$ cat src/rtl/kwl_pkg.sv
// ----------------------------------------------------------------------------
// Keyword token lexer package
// Shared types, token kind codes, character codes and the keyword table
// used by the front end, the token queue and the back end.
// ----------------------------------------------------------------------------
package kwl_pkg;

  // Default number of characters kept in a word or a number.
  localparam int unsigned MAX_NAME_CHARS_DEF = 16;

  // Word buffer geometry.
  localparam int unsigned BUF_DEPTH = 16;
  localparam int unsigned BUF_IDX_W = 4;
  localparam int unsigned LEN_W     = 5;

  // Token queue geometry.
  localparam int unsigned QDEPTH = 2;
  localparam int unsigned QPTR_W = 1;
  localparam int unsigned QCNT_W = 2;

  typedef logic [4:0]                   kind_t;
  typedef logic [7:0]                   char_t;
  typedef logic [BUF_DEPTH-1:0][7:0]    word_t;
  typedef logic [LEN_W-1:0]             len_t;

  // Token kind codes.
  localparam int unsigned NUM_KEYWORDS = 19;
  localparam kind_t KIND_IDENT  = 5'd19;
  localparam kind_t KIND_NUMBER = 5'd20;
  localparam kind_t KIND_ASSIGN = 5'd21;
  localparam kind_t KIND_NOTEQ  = 5'd22;
  localparam kind_t KIND_LESSEQ = 5'd23;
  localparam kind_t KIND_MOREEQ = 5'd24;
  localparam kind_t KIND_CHAR   = 5'd25;

  // Character codes.
  localparam char_t CH_LF    = 8'h0A;
  localparam char_t CH_TAB   = 8'h09;
  localparam char_t CH_CR    = 8'h0D;
  localparam char_t CH_SPACE = 8'h20;
  localparam char_t CH_MINUS = 8'h2D;
  localparam char_t CH_COLON = 8'h3A;
  localparam char_t CH_LESS  = 8'h3C;
  localparam char_t CH_EQUAL = 8'h3D;
  localparam char_t CH_MORE  = 8'h3E;

  // Keyword table. Text is right-aligned, so the first character of a
  // keyword of length L sits in byte L-1.
  localparam int unsigned KW_MAX_LEN = 9;
  localparam logic [8*KW_MAX_LEN-1:0] KW_TEXT [NUM_KEYWORDS] = '{
    72'("AND"), 72'("BEGIN"), 72'("BOOLEAN"), 72'("DO"), 72'("END"),
    72'("ENDIF"), 72'("ENDWHILE"), 72'("FALSE"), 72'("IF"), 72'("IFF"),
    72'("INTEGER"), 72'("MOD"), 72'("NOT"), 72'("OR"), 72'("PROCEDURE"),
    72'("THEN"), 72'("TRUE"), 72'("WHILE"), 72'("WRITE")
  };
  localparam int unsigned KW_LEN [NUM_KEYWORDS] = '{
    3, 5, 7, 2, 3, 5, 8, 5, 2, 3, 7, 3, 3, 2, 9, 4, 4, 5, 5
  };

  // One queue entry: everything one character gives. Token A is the token
  // that a pending word, number or operator closes; token B is the
  // single-character token that the character itself may give.
  typedef struct packed {
    logic         a_valid;
    kind_t        a_kind;
    char_t        a_char;
    logic [31:0]  acc;
    logic         neg;
    word_t        word;
    len_t         len;
    logic         b_valid;
    char_t        b_char;
    logic [15:0]  line;
  } entry_t;

  // Result of a keyword lookup.
  typedef struct packed {
    logic   hit;
    kind_t  idx;
  } kw_res_t;

  // Parallel compare of a word against all keywords.
  function automatic kw_res_t kw_lookup(input word_t w, input len_t len);
    kw_res_t     r;
    logic        eq;
    int unsigned k;
    int unsigned i;
    r = '0;
    for (k = 0; k < NUM_KEYWORDS; k++) begin
      eq = (len == LEN_W'(KW_LEN[k]));
      for (i = 0; i < KW_MAX_LEN; i++) begin
        if (i < KW_LEN[k]) begin
          if (w[i] != KW_TEXT[k][8*(KW_LEN[k]-1-i) +: 8]) begin
            eq = 1'b0;
          end
        end
      end
      if (eq && !r.hit) begin
        r.hit = 1'b1;
        r.idx = kind_t'(k);
      end
    end
    return r;
  endfunction

endpackage

$ cat src/rtl/kwl_char_if.sv
// ----------------------------------------------------------------------------
// Character channel
// Valid/ready channel that carries one source character per beat.
// ----------------------------------------------------------------------------
interface kwl_char_if;
  logic       valid;
  logic       ready;
  logic [7:0] char_code;

  modport source (output valid, output char_code, input ready);
  modport sink   (input valid, input char_code, output ready);
endinterface

$ cat src/rtl/kwl_token_if.sv
// ----------------------------------------------------------------------------
// Token channel
// Valid/ready channel that carries one token per beat.
// ----------------------------------------------------------------------------
interface kwl_token_if;
  logic               valid;
  logic               ready;
  logic [4:0]         token_kind;
  logic [7:0]         single_char;
  logic signed [31:0] number_value;
  logic [63:0]        name_chars_low;
  logic [63:0]        name_chars_high;
  logic [4:0]         name_length;
  logic [15:0]        line_number;
  logic               last_of_run;

  modport source (
    output valid, output token_kind, output single_char, output number_value,
    output name_chars_low, output name_chars_high, output name_length,
    output line_number, output last_of_run, input ready
  );
  modport sink (
    input valid, input token_kind, input single_char, input number_value,
    input name_chars_low, input name_chars_high, input name_length,
    input line_number, input last_of_run, output ready
  );
endinterface

$ cat src/rtl/keyword_token_lexer_unit.sv
// ----------------------------------------------------------------------------
// Keyword token lexer
// Character stream in, token stream out. The input channel char_i takes one
// ASCII character per beat; the output channel token_o gives one token per
// beat with its kind, character, number value, identifier text, line number
// and a flag on the last token that a character gives.
// A character is accepted every cycle while the two-entry token queue has
// room. A token passes through the queue and the output register after the
// character that closes it; the two tokens of one character leave in turn,
// so with ready held high the sustained rate is one character per cycle when
// each character gives at most one token, and one token per cycle otherwise.
// A pending word, number or operator is held until the character that ends
// it arrives; there is no end-of-stream flush.
// Reset puts the scanner between tokens, the line count at one and both
// queue and output register empty. When the receiver holds ready low the
// output register keeps its beat, the queue fills, and char_i.ready drops;
// nothing is lost.
// ----------------------------------------------------------------------------
module keyword_token_lexer_unit #(
  parameter int unsigned MAX_NAME_CHARS = kwl_pkg::MAX_NAME_CHARS_DEF
) (
  input  logic         clk_i,
  input  logic         rst_ni,
  kwl_char_if.sink     char_i,
  kwl_token_if.source  token_o
);
  import kwl_pkg::*;

  logic    push;
  logic    room;
  logic    pop;
  logic    head_valid;
  entry_t  entry;
  entry_t  head;

  // Scanner.
  kwl_front #(
    .MAX_NAME_CHARS (MAX_NAME_CHARS)
  ) u_front (
    .clk_i   (clk_i),
    .rst_ni  (rst_ni),
    .char_i  (char_i),
    .room_i  (room),
    .push_o  (push),
    .entry_o (entry)
  );

  // Decoupling queue.
  kwl_queue u_queue (
    .clk_i        (clk_i),
    .rst_ni       (rst_ni),
    .push_i       (push),
    .entry_i      (entry),
    .room_o       (room),
    .pop_i        (pop),
    .head_valid_o (head_valid),
    .head_o       (head)
  );

  // Token formatter and output register.
  kwl_back u_back (
    .clk_i        (clk_i),
    .rst_ni       (rst_ni),
    .head_valid_i (head_valid),
    .head_i       (head),
    .pop_o        (pop),
    .token_o      (token_o)
  );

endmodule

$ cat src/rtl/kwl_front.sv
// ----------------------------------------------------------------------------
// Lexer front end
// Accepts one character per beat, runs the scanner state machine, collects
// word characters and number digits, counts lines and pushes one queue
// entry for every character that closes or forms a token.
// ----------------------------------------------------------------------------
module kwl_front #(
  parameter int unsigned MAX_NAME_CHARS = kwl_pkg::MAX_NAME_CHARS_DEF
) (
  input  logic             clk_i,
  input  logic             rst_ni,
  kwl_char_if.sink         char_i,
  input  logic             room_i,
  output logic             push_o,
  output kwl_pkg::entry_t  entry_o
);
  import kwl_pkg::*;

  typedef enum logic [2:0] {
    MODE_IDLE,
    MODE_MINUS,
    MODE_LESS,
    MODE_MORE,
    MODE_COLON,
    MODE_WORD,
    MODE_NUMBER
  } mode_e;

  localparam len_t MaxLen  = LEN_W'(MAX_NAME_CHARS);
  localparam logic KeepTwo = (MAX_NAME_CHARS > 1);

  mode_e        mode_q, mode_d;
  len_t         len_q, len_d;
  logic [31:0]  acc_q, acc_d;
  logic         neg_q, neg_d;
  logic [15:0]  line_q, line_d;
  word_t        word_q, word_d;
  entry_t       ent;
  logic         accept;
  logic         restart;
  char_t        c;
  logic         c_space, c_alpha, c_digit;
  logic [31:0]  digit;

  // Character classes.
  assign c       = char_i.char_code;
  assign c_space = (c == CH_SPACE) || ((c >= CH_TAB) && (c <= CH_CR));
  assign c_alpha = ((c >= 8'h41) && (c <= 8'h5A)) || ((c >= 8'h61) && (c <= 8'h7A));
  assign c_digit = (c >= 8'h30) && (c <= 8'h39);
  assign digit   = 32'(c[3:0]);

  assign char_i.ready = room_i;
  assign accept       = char_i.valid && room_i;

  // Scanner next state and queue entry.
  always_comb begin
    mode_d  = mode_q;
    len_d   = len_q;
    acc_d   = acc_q;
    neg_d   = neg_q;
    line_d  = line_q;
    word_d  = word_q;
    restart = 1'b0;

    ent         = '0;
    ent.a_kind  = KIND_CHAR;
    ent.word    = word_q;
    ent.len     = len_q;
    ent.acc     = acc_q;
    ent.neg     = neg_q;
    ent.b_char  = c;
    ent.line    = line_q + {15'b0, (c == CH_LF)};

    if (accept) begin
      line_d = ent.line;
      case (mode_q)
        MODE_MINUS: begin
          if (c_alpha) begin
            word_d[0] = CH_MINUS;
            if (KeepTwo) begin
              word_d[1] = c;
            end
            len_d  = KeepTwo ? LEN_W'(2) : LEN_W'(1);
            mode_d = MODE_WORD;
          end else if (c_digit) begin
            neg_d  = 1'b1;
            acc_d  = KeepTwo ? digit : '0;
            len_d  = KeepTwo ? LEN_W'(2) : LEN_W'(1);
            mode_d = MODE_NUMBER;
          end else begin
            ent.a_valid = 1'b1;
            ent.a_char  = CH_MINUS;
            restart     = 1'b1;
          end
        end
        MODE_LESS: begin
          if (c == CH_MORE) begin
            ent.a_valid = 1'b1;
            ent.a_kind  = KIND_NOTEQ;
            mode_d      = MODE_IDLE;
          end else if (c == CH_EQUAL) begin
            ent.a_valid = 1'b1;
            ent.a_kind  = KIND_LESSEQ;
            mode_d      = MODE_IDLE;
          end else begin
            ent.a_valid = 1'b1;
            ent.a_char  = CH_LESS;
            restart     = 1'b1;
          end
        end
        MODE_MORE: begin
          ent.a_valid = 1'b1;
          if (c == CH_EQUAL) begin
            ent.a_kind = KIND_MOREEQ;
            mode_d     = MODE_IDLE;
          end else begin
            ent.a_char = CH_MORE;
            restart    = 1'b1;
          end
        end
        MODE_COLON: begin
          ent.a_valid = 1'b1;
          if (c == CH_EQUAL) begin
            ent.a_kind = KIND_ASSIGN;
            mode_d     = MODE_IDLE;
          end else begin
            ent.a_char = CH_COLON;
            restart    = 1'b1;
          end
        end
        MODE_WORD: begin
          if (c_alpha || c_digit || (c == CH_MINUS)) begin
            if (len_q < MaxLen) begin
              word_d[len_q[BUF_IDX_W-1:0]] = c;
              len_d = len_q + LEN_W'(1);
            end
          end else begin
            ent.a_valid = 1'b1;
            ent.a_kind  = KIND_IDENT;
            restart     = 1'b1;
          end
        end
        MODE_NUMBER: begin
          if (c_digit) begin
            if (len_q < MaxLen) begin
              acc_d = (acc_q << 3) + (acc_q << 1) + digit;
              len_d = len_q + LEN_W'(1);
            end
          end else begin
            ent.a_valid = 1'b1;
            ent.a_kind  = KIND_NUMBER;
            restart     = 1'b1;
          end
        end
        default: begin
          restart = 1'b1;
        end
      endcase

      // Start of a new token with the current character.
      if (restart) begin
        mode_d = MODE_IDLE;
        if (c_space) begin
          mode_d = MODE_IDLE;
        end else if (c == CH_MINUS) begin
          mode_d = MODE_MINUS;
        end else if (c == CH_LESS) begin
          mode_d = MODE_LESS;
        end else if (c == CH_MORE) begin
          mode_d = MODE_MORE;
        end else if (c == CH_COLON) begin
          mode_d = MODE_COLON;
        end else if (c_alpha) begin
          word_d[0] = c;
          len_d     = LEN_W'(1);
          mode_d    = MODE_WORD;
        end else if (c_digit) begin
          acc_d  = digit;
          neg_d  = 1'b0;
          len_d  = LEN_W'(1);
          mode_d = MODE_NUMBER;
        end else begin
          ent.b_valid = 1'b1;
        end
      end
    end
  end

  assign push_o  = accept && (ent.a_valid || ent.b_valid);
  assign entry_o = ent;

  // Scanner state.
  always_ff @(posedge clk_i or negedge rst_ni) begin
    if (!rst_ni) begin
      mode_q <= MODE_IDLE;
      len_q  <= '0;
      acc_q  <= '0;
      neg_q  <= 1'b0;
      line_q <= 16'd1;
    end else begin
      mode_q <= mode_d;
      len_q  <= len_d;
      acc_q  <= acc_d;
      neg_q  <= neg_d;
      line_q <= line_d;
    end
  end

  // Word buffer; only entries below the length are ever read.
  always_ff @(posedge clk_i) begin
    word_q <= word_d;
  end

endmodule

$ cat src/rtl/kwl_queue.sv
// ----------------------------------------------------------------------------
// Token queue
// Two-entry queue between the front end and the back end, so that a stall
// on one side does not at once hold up the other.
// ----------------------------------------------------------------------------
module kwl_queue (
  input  logic             clk_i,
  input  logic             rst_ni,
  input  logic             push_i,
  input  kwl_pkg::entry_t  entry_i,
  output logic             room_o,
  input  logic             pop_i,
  output logic             head_valid_o,
  output kwl_pkg::entry_t  head_o
);
  import kwl_pkg::*;

  entry_t               mem_q [QDEPTH];
  logic [QPTR_W-1:0]    wr_ptr_q, rd_ptr_q;
  logic [QCNT_W-1:0]    count_q;

  assign room_o       = (count_q != QCNT_W'(QDEPTH));
  assign head_valid_o = (count_q != '0);
  assign head_o       = mem_q[rd_ptr_q];

  // Pointers and fill count.
  always_ff @(posedge clk_i or negedge rst_ni) begin
    if (!rst_ni) begin
      wr_ptr_q <= '0;
      rd_ptr_q <= '0;
      count_q  <= '0;
    end else begin
      if (push_i) begin
        wr_ptr_q <= wr_ptr_q + QPTR_W'(1);
      end
      if (pop_i) begin
        rd_ptr_q <= rd_ptr_q + QPTR_W'(1);
      end
      count_q <= count_q + QCNT_W'(push_i) - QCNT_W'(pop_i);
    end
  end

  // Entry storage.
  always_ff @(posedge clk_i) begin
    if (push_i) begin
      mem_q[wr_ptr_q] <= entry_i;
    end
  end

endmodule

$ cat src/rtl/kwl_back.sv
// ----------------------------------------------------------------------------
// Lexer back end
// Takes queue entries, resolves keywords, packs identifier characters and
// signs numbers, and drives up to two token beats per entry through the
// output register.
// ----------------------------------------------------------------------------
module kwl_back (
  input  logic             clk_i,
  input  logic             rst_ni,
  input  logic             head_valid_i,
  input  kwl_pkg::entry_t  head_i,
  output logic             pop_o,
  kwl_token_if.source      token_o
);
  import kwl_pkg::*;

  logic               sub_q, sub_d;
  logic               out_valid_q, out_valid_d;
  logic               load;
  logic               use_a;
  logic               last;
  kw_res_t            kw;
  word_t              masked;

  kind_t              kind_d, kind_q;
  char_t              char_d, char_q;
  logic signed [31:0] num_d, num_q;
  logic [63:0]        lo_d, lo_q, hi_d, hi_q;
  len_t               len_d, len_q;
  logic [15:0]        line_q;
  logic               last_q;

  assign load  = head_valid_i && (!out_valid_q || token_o.ready);
  assign use_a = head_i.a_valid && !sub_q;
  assign last  = use_a ? !head_i.b_valid : 1'b1;
  assign pop_o = load && last;

  // Keyword compare and identifier packing.
  assign kw = kw_lookup(head_i.word, head_i.len);
  always_comb begin
    for (int i = 0; i < BUF_DEPTH; i++) begin
      masked[i] = (LEN_W'(i) < head_i.len) ? head_i.word[i] : 8'h00;
    end
  end

  // Token fields for the beat being loaded.
  always_comb begin
    kind_d = KIND_CHAR;
    char_d = head_i.b_char;
    num_d  = '0;
    lo_d   = '0;
    hi_d   = '0;
    len_d  = '0;
    if (use_a) begin
      kind_d = head_i.a_kind;
      char_d = '0;
      case (head_i.a_kind)
        KIND_CHAR: begin
          char_d = head_i.a_char;
        end
        KIND_NUMBER: begin
          num_d = head_i.neg ? -$signed(head_i.acc) : $signed(head_i.acc);
        end
        KIND_IDENT: begin
          if (kw.hit) begin
            kind_d = kw.idx;
          end else begin
            lo_d  = masked[7:0];
            hi_d  = masked[15:8];
            len_d = head_i.len;
          end
        end
        default: begin
          char_d = '0;
        end
      endcase
    end
  end

  // Beat sequencing within an entry and output valid.
  always_comb begin
    sub_d       = sub_q;
    out_valid_d = out_valid_q;
    if (token_o.ready) begin
      out_valid_d = 1'b0;
    end
    if (load) begin
      out_valid_d = 1'b1;
      sub_d       = use_a && head_i.b_valid;
    end
  end

  always_ff @(posedge clk_i or negedge rst_ni) begin
    if (!rst_ni) begin
      sub_q       <= 1'b0;
      out_valid_q <= 1'b0;
    end else begin
      sub_q       <= sub_d;
      out_valid_q <= out_valid_d;
    end
  end

  // Output payload register.
  always_ff @(posedge clk_i) begin
    if (load) begin
      kind_q <= kind_d;
      char_q <= char_d;
      num_q  <= num_d;
      lo_q   <= lo_d;
      hi_q   <= hi_d;
      len_q  <= len_d;
      line_q <= head_i.line;
      last_q <= last;
    end
  end

  assign token_o.valid           = out_valid_q;
  assign token_o.token_kind      = kind_q;
  assign token_o.single_char     = char_q;
  assign token_o.number_value    = num_q;
  assign token_o.name_chars_low  = lo_q;
  assign token_o.name_chars_high = hi_q;
  assign token_o.name_length     = len_q;
  assign token_o.line_number     = line_q;
  assign token_o.last_of_run     = last_q;

endmodule
$ cat src/flat_wrapper.sv
// flat-port wrapper written by rule: the top's interface ports become plain ports
module keyword_token_lexer_unit_flat import kwl_pkg::*;
#(
  parameter int unsigned MAX_NAME_CHARS = kwl_pkg::MAX_NAME_CHARS_DEF
)
  (clk_i, rst_ni, char_i_valid, char_i_char_code, char_i_ready, token_o_valid, token_o_token_kind, token_o_single_char, token_o_number_value, token_o_name_chars_low, token_o_name_chars_high, token_o_name_length, token_o_line_number, token_o_last_of_run, token_o_ready);
  kwl_char_if char_i_i ();
  kwl_token_if token_o_i ();
  input  logic clk_i;
  input  logic rst_ni;
  input wire logic [$bits(char_i_i.valid)-1:0] char_i_valid;
  input wire logic [$bits(char_i_i.char_code)-1:0] char_i_char_code;
  output wire logic [$bits(char_i_i.ready)-1:0] char_i_ready;
  output wire logic [$bits(token_o_i.valid)-1:0] token_o_valid;
  output wire logic [$bits(token_o_i.token_kind)-1:0] token_o_token_kind;
  output wire logic [$bits(token_o_i.single_char)-1:0] token_o_single_char;
  output wire logic [$bits(token_o_i.number_value)-1:0] token_o_number_value;
  output wire logic [$bits(token_o_i.name_chars_low)-1:0] token_o_name_chars_low;
  output wire logic [$bits(token_o_i.name_chars_high)-1:0] token_o_name_chars_high;
  output wire logic [$bits(token_o_i.name_length)-1:0] token_o_name_length;
  output wire logic [$bits(token_o_i.line_number)-1:0] token_o_line_number;
  output wire logic [$bits(token_o_i.last_of_run)-1:0] token_o_last_of_run;
  input wire logic [$bits(token_o_i.ready)-1:0] token_o_ready;
  assign char_i_i.valid = char_i_valid;
  assign char_i_i.char_code = char_i_char_code;
  assign char_i_ready = char_i_i.ready;
  assign token_o_valid = token_o_i.valid;
  assign token_o_token_kind = token_o_i.token_kind;
  assign token_o_single_char = token_o_i.single_char;
  assign token_o_number_value = token_o_i.number_value;
  assign token_o_name_chars_low = token_o_i.name_chars_low;
  assign token_o_name_chars_high = token_o_i.name_chars_high;
  assign token_o_name_length = token_o_i.name_length;
  assign token_o_line_number = token_o_i.line_number;
  assign token_o_last_of_run = token_o_i.last_of_run;
  assign token_o_i.ready = token_o_ready;
  keyword_token_lexer_unit #(.MAX_NAME_CHARS(MAX_NAME_CHARS)) u_core (.clk_i(clk_i), .rst_ni(rst_ni), .char_i(char_i_i), .token_o(token_o_i));
endmodule
$ cat config.mk
export PLATFORM = sky130hd
export DESIGN_NAME = keyword_token_lexer_unit_flat
export DESIGN_NICKNAME = d
export VERILOG_FILES = /design/src/rtl/kwl_pkg.sv /design/src/rtl/kwl_char_if.sv /design/src/rtl/kwl_token_if.sv /design/src/rtl/keyword_token_lexer_unit.sv /design/src/rtl/kwl_front.sv /design/src/rtl/kwl_queue.sv /design/src/rtl/kwl_back.sv /design/src/flat_wrapper.sv
export SDC_FILE = /design/constraint.sdc
export NUM_CORES = 1
export LEC_CHECK = 0
export ABC_CLOCK_PERIOD_IN_PS = 21700
export BUFFER_PORTS_ARGS = -buffer_cell sky130_fd_sc_hd__buf_2
export CAP_MARGIN = 20
export CORE_MARGIN = 5
export CORE_UTILIZATION = 50
export CTS_CLUSTER_SIZE = 40
export DETAILED_ROUTE_END_ITERATION = 10
export MAX_ROUTING_LAYER = met4
export PLACE_DENSITY = 0.77
export SYNTH_ARGS = -nofsm -noshare
export SYNTH_HDL_FRONTEND = slang
export SYNTH_SLANG_ARGS = --single-unit
$ cat constraint.sdc
create_clock -name clk_i -period 21.7 [get_ports clk_i]
set_input_delay 1.085 -clock clk_i [delete_from_list [all_inputs] [get_ports clk_i]]
set_output_delay 1.085 -clock clk_i [all_outputs]
set_load 0.05 [all_outputs]
==> impl_metrics.json <==
{
  "cts_buffers": 79,
  "finalPower_mw": 5.72,
  "grt_pass1_vias": 20864,
  "syn2layout_area_growth_pct": 14.0,
  "rsz0062_at_grt": "false",
  "boundaryPins": 209,
  "rows": 95,
  "critical_path_class": "flip-flop to flip-flop",
  "hpwl_um": 56500,
  "holdBufCountCts": 0,
  "io_buffer_count": 208,
  "vias_per_cell": 6.04,
  "path_cells": "buf_12 -> or4b_1 -> a221oi_1 -> nand4_1 -> a2111oi_2 -> a221oi_2 -> o2111ai_1 -> nor4_4 -> nand3_4 -> buf_4 -> buf_16 -> nor4_1",
  "synth-main-ff-cell": "edfxtp_1",
  "final-setup-viol-count": 0,
  "ys_seq_elements": 788,
  "synth_warnings": 0,
  "cts_repair_resize_count": 0,
  "dr.pass1.iters": 9,
  "die_width_um": 271,
  "hold_viol_final": 0,
  "crit_required_ns": 22.03,
  "tightest_slew_ns": 1.14,
  "crit_path_top_delay_cell": "dfrtp_4",
  "netSwitchingPower_mw": 2.16,
  "ys_types": 88,
  "fillerInstances": 5100,
  "synthArstFlopShare_pct": 7.99,
  "vias": 21190,
  "fin_crit_sh_pct": 26.3,
  "grt_overflow": 0,
  "grt_pass1_wl_um": 127000,
  "cpPeakStageDelay_ns": 0.95,
  "wl_per_cell_um": 23.9,
  "fin_setup_tns_ns": 0,
  "clock_latency_ns": 0.64,
  "postSynthCellCount": 2356,
  "cp.arrival_ns": 6.02,
  "clk_pin_slew_worst_paths_ns": 0.06,
  "grt_max_degree": 168,
  "period_needed_ns": 5.70,
  "clockBufferDepth": 3,
  "critPathMaxFanout": 158,
  "ir_drop_v": 0.000104,
  "drc": 0,
  "grt_usage_pct": 22.9,
  "fin_skew_ns": 0.0489,
  "leakage_nw": 14.3,
  "synth_enable_flop_cells": 725,
  "cts_tree": "done",
  "initialDrtViolationCount": 2057,
  "drive_above_1_share_pct": 16.2,
  "slew_viol_final": 0,
  "gp_congestion": 0.929,
  "synth_compound_area_share_pct": 6.82,
  "fmax_mhz": 176,
  "synth_area_um2": 34000,
  "synth_xor_area_share_pct": 2.19,
  "crit_path_start_kind": "flip-flop",
  "start_util_pct": 50.5,
  "wl_um": 83700,
  "die_h_um": 271,
  "synth_top_family_by_area": "simple AND/OR/NAND/NOR gates",
  "power_frac_clock_pct": 25.4,
  "die-area_um2": 73200,
  "endpoint_kind": "flip-flop",
  "synth_mux_area_share_pct": 6.27,
  "root_buffer": "clkbuf_16",
  "sw_frac_of_total_pct": 37.8,
  "cts_htree_levels": 3,
  "combPwrFrac_pct": 32.4,
  "syn_avg_cell_area_um2": 14.4,
  "core_um2": 67300,
  "power.density_nw_per_um2": 148,
  "synth_nets": 2437,
  "hold_path_class": "flip-flop to flip-flop",
  "antenna_found_initial": 1,
  "seq_power_share_pct": 42.2,
  "intPower_mw": 3.56,
  "ys_seq_area_share_pct": 68.7,
  "synthSimpleGateAreaFrac_pct": 11.5,
  "final_antenna_net_count": 0,
  "drv_cap": 0,
  "clock-sinks": 788,
  "synthAdderAreaFrac_pct": 2.59,
  "status": "finished clean",
  "slew_headroom_pct": 23.7,
  "cts_setup_buffers": 0,
  "fin_nets": 2655
}
==> flip-flops by register name (all words and copies together) (netlist names), 2 cells and up <==
| register | count |
|---|---|
| u_core.u_back.token_o.line_number | 16 |
| u_core.u_back.token_o.name_chars_high | 64 |
| u_core.u_back.token_o.name_chars_low | 64 |
| u_core.u_back.token_o.name_length | 5 |
| u_core.u_back.token_o.number_value | 32 |
| u_core.u_back.token_o.single_char | 8 |
| u_core.u_back.token_o.token_kind | 5 |
| u_core.u_front.acc_q | 32 |
| u_core.u_front.entry_o | 128 |
| u_core.u_front.len_q | 5 |
| u_core.u_front.line_q | 16 |
| u_core.u_front.mode_q | 3 |
| u_core.u_queue.count_q | 2 |
| u_core.u_queue.mem_q | 402 |
==> cell type report <==
| class | instances | area, um^2 | share of cell area (%) |
|---|---|---|---|
| multi-input cells | 1443 | 10000 | 25.8 |
| repair buffers | 234 | 1360 | 3.52 |
| clock inverters | 49 | 701 | 1.81 |
| clock buffers | 95 | 2090 | 5.40 |
| diodes | 1 | 2.50 | 0.00646 |
| flip-flops and latches | 788 | 23400 | 60.3 |
| inverters | 28 | 105 | 0.272 |
| well taps | 873 | 1090 | 2.82 |
==> worst max-delay path, delay by kind of cell (launching register included) <==
kind / cells / cell delay [ns]
AOI/OAI and AO/OA: 4 / 1.64
DFF: 1 / 0.95
buffers and inverters: 3 / 1.26
and+or+nand+nor: 5 / 1.39
==> metrics by stage <==
stage	cell area, um^2	std cells	worst slack [ns]	util, %	hold WS (ns)
3_5_place_dp	35800	3362	15.64	53.3	0.430
3_3_place_gp	35800	3359	15.73	53.2	0.422
4_1_cts	38600	3506	15.70	57.4	0.444
6_report	38700	3511	16.00	57.5	0.444
5_1_grt	38700	3511	15.72	57.5	0.451
2_1_floorplan	34000	2356	9.09	-	0.421
==> worst paths after layout <==
| check | end | slack [ns] | depth (start not counted) | start |
|---|---|---|---|---|
| worst max-delay path | u_core.u_back.token_o.name_chars_high[47] | 16.00 | 12 | u_core.u_queue.rd_ptr_q |
| worst min-delay path | u_core.u_queue.mem_q[0][60] | 0.44 | 0 | u_core.u_front.entry_o[60] |
| worst max register to register | u_core.u_back.token_o.name_chars_high[47] | 16.00 | 12 | u_core.u_queue.rd_ptr_q |
| worst min register to register | u_core.u_queue.mem_q[0][60] | 0.44 | 0 | u_core.u_front.entry_o[60] |
| max in group asynchronous | u_core.u_queue.rd_ptr_q | 20.26 | 2 | rst_ni |
| min in group asynchronous | u_core.u_front.line_q[15] | 0.66 | 2 | rst_ni |
==> cell usage after synthesis (all sizes together), types with 7 or more instances <==
cell	number	area, um^2
a22oi	7	57.6
and3	23	144
inv	28	105
dfrtp	62	1550
nand2	136	510
a21oi	82	410
a2111oi	8	82.6
o21ai	86	430
a22o	11	96.3
a221oi	8	76.3
a211oi	13	97.6
mux2	36	405
o22ai	20	125
nand3b	8	60.1
clkbuf	50	188
nor2	161	604
o31ai	9	67.6
and3b	8	70.1
xnor2	41	359
nand2b	24	150
nand3	41	210
nor3	124	621
and2	9	56.3
or3	9	56.3
o211ai	10	75.1
o21a	11	82.6
buf	47	357
a31oi	15	93.8
a32oi	9	78.8
or2	12	75.1
xor2	44	385
nand4	8	50.1
nor4b	25	219
a21o	12	90.1
edfxtp	725	21800
nor4	60	397
nor2b	18	113
nor4bb	11	110
o2111ai	7	61.3
ha	67	838
or4	9	67.6
mux2i	172	1730
nor3b	24	185
==> power groups by stage <==
stage | logic (mW) | registers [mW] | clock network [mW]
after global routing | 1.96 | 2.45 | 1.54
final | 1.85 | 2.41 | 1.45
after global placement | 1.82 | 2.42 | 0
after floorplan | 0.941 | 2.95 | 0
after detailed placement | 1.84 | 2.44 | 0
after CTS | 1.85 | 2.41 | 1.47
==> kinds of logic after synthesis <==
kind of cell	after synthesis
AOI/OAI and AO/OA	350
buffers and inverters	125
DFF	788
adders and majority gates	69
muxes	208
xor gates and xnor gates	85
and+or+nand+nor	731
==> cells in the final DEF (no fill, tap or decap), drive strengths merged, types with 10 or more instances in the layout <==
master  synthesis  final
nor3          124    124
nor4           60     60
mux2           36     36
nand2         136    136
xor2           44     44
o21a           11     11
o21ai          86     86
edfxtp        725    725
or2            12     12
nor2b          18     18
clkinv          0     27
clkbuf         50     96
mux2i         172    172
a31oi          15     15
a22o           11     11
nand2b         24     24
bufinv          0     15
o211ai         10     10
a21o           12     12
dfrtp          62     62
xnor2          41     41
nor3b          24     24
inv            28     32
nor4bb         11     11
ha             67     67
buf            47    233
a211oi         13     13
o22ai          20     20
nor4b          25     25
a21oi          82     82
nand3          41     41
and3           23     23
nor2          161    161
==> per-layer routing <==
| layer | vias to the layer above | track usage [%] | routed length (um) |
|---|---|---|---|
| li1 | 9614 | - | - |
| met4 | 0 | 6.15 | 2180 |
| met2 | 899 | 39.4 | 42600 |
| met1 | 10521 | 28.8 | 33300 |
| met5 | - | - | 0 |
| met3 | 156 | 3.42 | 5670 |
Power figures use the tool's default switching activity.
